[src/design/gcva_pkg.sv]
// Shared types and constants for the grid cell value aggregator.
// Depends on nothing.
package gcva_pkg;
	localparam int GRID_SIZE = 256;
	localparam int AW = 16;
	localparam int DEPTH = 65536;
	localparam int CLR_W = 17;

	typedef enum logic [1:0] {
		MODE_MIN  = 2'd0,
		MODE_MAX  = 2'd1,
		MODE_MEAN = 2'd2,
		MODE_SUM  = 2'd3
	} mode_t;

	localparam logic ACT_ACC  = 1'b0;
	localparam logic ACT_READ = 1'b1;

	typedef struct packed {
		logic clr_step;
		logic cap;
		logic rd;
		logic wr;
		logic div_start;
		logic div_step;
		logic emit;
	} cmd_t;

	typedef struct packed {
		logic clr_done;
		logic is_read;
		logic need_div;
		logic div_done;
	} sts_t;
endpackage

[src/design/gcva_ctrl.sv]
// Controller state machine for the grid cell value aggregator.
// Depends on gcva_pkg.
module gcva_ctrl (
	input  logic           clk,
	input  logic           arst_n,
	input  logic           start,
	output logic           busy,
	output gcva_pkg::cmd_t cmd,
	input  gcva_pkg::sts_t sts
);
	import gcva_pkg::*;

	typedef enum logic [5:0] {
		S_CLR  = 6'b000001,
		S_IDLE = 6'b000010,
		S_RD   = 6'b000100,
		S_UPD  = 6'b001000,
		S_DIV  = 6'b010000,
		S_OUT  = 6'b100000
	} state_t;

	state_t state_q, state_d;

	always_comb begin
		state_d = state_q;
		cmd = '0;
		busy = 1'b1;
		unique case (state_q)
			S_CLR: begin
				cmd.clr_step = 1'b1;
				if (sts.clr_done) state_d = S_IDLE;
			end
			S_IDLE: begin
				busy = 1'b0;
				cmd.cap = start;
				cmd.rd = start;
				if (start) state_d = S_RD;
			end
			S_RD: state_d = S_UPD;
			S_UPD: begin
				if (sts.is_read && sts.need_div) begin
					cmd.div_start = 1'b1;
					state_d = S_DIV;
				end else begin
					cmd.wr = 1'b1;
					cmd.emit = sts.is_read;
					state_d = S_IDLE;
				end
			end
			S_DIV: begin
				cmd.div_step = 1'b1;
				if (sts.div_done) state_d = S_OUT;
			end
			S_OUT: begin
				cmd.wr = 1'b1;
				cmd.emit = 1'b1;
				state_d = S_IDLE;
			end
			default: state_d = S_IDLE;
		endcase
	end

	always_ff @(posedge clk or negedge arst_n) begin
		if (!arst_n) begin
			state_q <= S_CLR;
		end else begin
			state_q <= state_d;
		end
	end
endmodule

[config.mk]
export PLATFORM = sky130hd
export DESIGN_NAME = gcva_ctrl
export DESIGN_NICKNAME = d
export VERILOG_FILES = /design/src/design/gcva_pkg.sv /design/src/design/gcva_ctrl.sv
export SDC_FILE = /design/constraint.sdc
export NUM_CORES = 1
export LEC_CHECK = 0
export ABC_CLOCK_PERIOD_IN_PS = 1300
export BUFFER_PORTS_ARGS = -buffer_cell sky130_fd_sc_hd__buf_2
export CORE_AREA = 2 2 39 41
export CTS_CLUSTER_DIAMETER = 150
export DETAILED_ROUTE_END_ITERATION = 16
export DIE_AREA = 0 0 41 43
export SETUP_SLACK_MARGIN = 0.05
export SYNTH_ARGS = -nofsm -noshare
export SYNTH_HDL_FRONTEND = slang
export SYNTH_SLANG_ARGS = --single-unit
[constraint.sdc]
create_clock -name clk -period 1.3 [get_ports clk]
set_clock_uncertainty 0.15 [all_clocks]
set_input_delay 0.065 -clock clk [delete_from_list [all_inputs] [get_ports clk]]
set_output_delay 0.065 -clock clk [all_outputs]
set_load 0.03 [all_outputs]
==> flow_summary.toml <==
[worst_setup_path]
crit_required_ns = 1.09
crit_type = "register to primary output"
r2r-start = "state_q[2]"
path_cells = "nor2_4 -> nand4b_1 -> buf_4 -> inv_2 -> buf_6"
worstPathMaxFanout = 4
endpoint_kind = "primary output"
cp-start-kind = "register"
slowest_stage = "dfrtp_2"
worst_ep_arrival_time_ns = 1.34
slowest_delay_ns = 0.43
crit_start = "state_q[2]"

[timing]
fmax_mhz = 641
period_share_pct = 120
setup_viol = 11
tightest_slew_ns = 0.239
slew_viol_final = 0
slew_headroom_pct = 84.1
grt_setup_unrepaired = "yes"
setup_slack_ns = -0.259
hold_violations = 0
fin_crit_ns = 1.56
holdWs_ns = 0.0239

[cells_and_area]
layout_common_cells = "14 x buf_4, 11 x buf_6, 6 x buf_2, 5 x dfrtp_2"
largest_reg_flops = 6
drive_above_1_share_pct = 69.5
syn_to_final_growth_pct = 111
reg_top3 = "state_q (6)"
nets = 90
top_register = "state_q"
finalNonFillerCells = 98
n_antenna_cell = 0
final_common_cell = "buf_4"
final_util_pct = 58.3

[clocking]
cts_sinks = 6
cts_root_buf = "clkbuf_4"
clk_latency_ns = 0.24
numCtsBuffers = 3
htree_levels = 1
cts_tree = "yes"
clk_pin_slew_ns = 0.05
clock_path_buffers = 2

[placement]
dp_hpwl_um = 765
gp_congestion = 0.704
dp.cells = 82
place_ws_ns = -0.140
portBuffers = 14

[grt]
track_usage_pct = 16.5
first_global_vias = 471
grt_max_degree = 7
grt_pass1_wl_mm = 2.00
grt-ovfl-total = 0
antenna_found_initial = 0

[floorplanning]
die_w_um = 41
core-area_sq_um = 1380
ioPinCount = 15
rows = 14
initial_core_util_pct = 27.7
fp.dieH_um = 43
dieArea_sq_um = 1760

[drt]
vias = 476
antenna_left = 0
wl_met3_um = 37
first_pass_iters = 4
avgViaCountPerCell = 4.86
drtIter0Drc = 4
met1Wirelength_um = 531
highest_layer = "met4"
wl_met2_um = 574
wl_per_cell_um = 11.8
wl_mm = 1.16
route.detailed.drc = 0

[synthesis]
synthArstFlopShare_pct = 100
syn_nets = 51
synth_flop_cell = "dfrtp_1"
synth_edf_count = 0
yosysTopAreaCell = "dfrtp_1"
synthesis.area_sq_um = 383
ys_types = 25
synthTopCellsByArea = "dfrtp_1 33%, nor2_1 7.8%, dfstp_2 6.9%, a21oi_1 3.9%, nand2_1 3.9%"
avgSynthCellArea_sq_um = 8.70
ys_seq_elements = 6
synth_seq_area_share_pct = 39.5
ys_warn_count = 0
syn_inst = 44
yosysTopAreaCellShare_pct = 32.7

[flow_run]
maxCapViolCount = 0

[pwr]
p_leak_nw = 0.356
power_density_nw_per_um2 = 1860
irDropWorstVdd_v = 0.000971
finalPower_mw = 1.50

[outcome]
violations = "negative setup slack"
outcome = "complete, but fails checks"

[worst_hold_path]
hold_path.class = "primary input to asynchronous set/reset pin"
[stage by stage]
stage	TNS (ns)	cell area [sq um]
floorplan	-0.654	448
detailed placement	-0.562	594
global placement	-0.615	594
CTS	-1.98	796
global route	-2.77	807
finish	-1.94	807
[synth_stat cells, types with 2 or more instances]
cell	instances
nand2_1	4
nor2_1	8
inv_1	3
dfrtp_1	5
nor2b_1	2
a21oi_1	3
[power by group]
part	switching (mW)	internal [mW]	total [mW]
Sequential	0.0738	0.240	0.314
Clock	0.0685	0.116	0.185
Combinational	0.483	0.522	1.00
[critical path: cells and delay by family (launching register included)]
kind / cells / cell delay [ns]
buffers and inverters: 3 / 0.32
DFF: 1 / 0.43
and+or+nand+nor: 2 / 0.34
[per-layer routing]
layer | vias to the layer above | GRT usage, %
met5 | - | 0
met4 | 0 | 6.67
met3 | 4 | 5.76
met2 | 7 | 23.4
met1 | 229 | 22.1
li1 | 236 | -
[final timing paths]
kind | to | slack, ns | cells after the start
min in group clk | state_q[4] | 0.11 | 5
hold reg to reg | state_q[0] | 0.55 | 3
setup reg to reg | state_q[1] | -0.23 | 5
setup / recovery | cmd[6] | -0.26 | 5
max in group asynchronous | state_q[0] | 0.76 | 2
hold / removal | state_q[5] | 0.02 | 2
[timing repair]
action,CTS,global route
setup endpoints to repair,13,13
pin swaps,8,0
endpoints found under the hold margin,9,0
hold buffers,4,0
buffers inserted,7,1
gates resized for setup,29,2
[final cells by class]
type | count | area [sq um]
clock buffer | 4 | 26.3
timing repair buffer | 35 | 299
fill | 109 | 577
tap | 16 | 20.0
multi-input combinational | 34 | 293
inverter | 3 | 11.3
sequential | 6 | 158
[logic make-up after synthesis]
family,after synthesis,synth area share [%]
XOR/XNOR,1,2.29
AND/OR/NAND/NOR,26,41.5
buffers and inverters,4,4.90
flip-flops,6,39.5
AO/OA/AOI/OAI,7,11.8
Note: power is estimated with default switching activity, not from simulation.
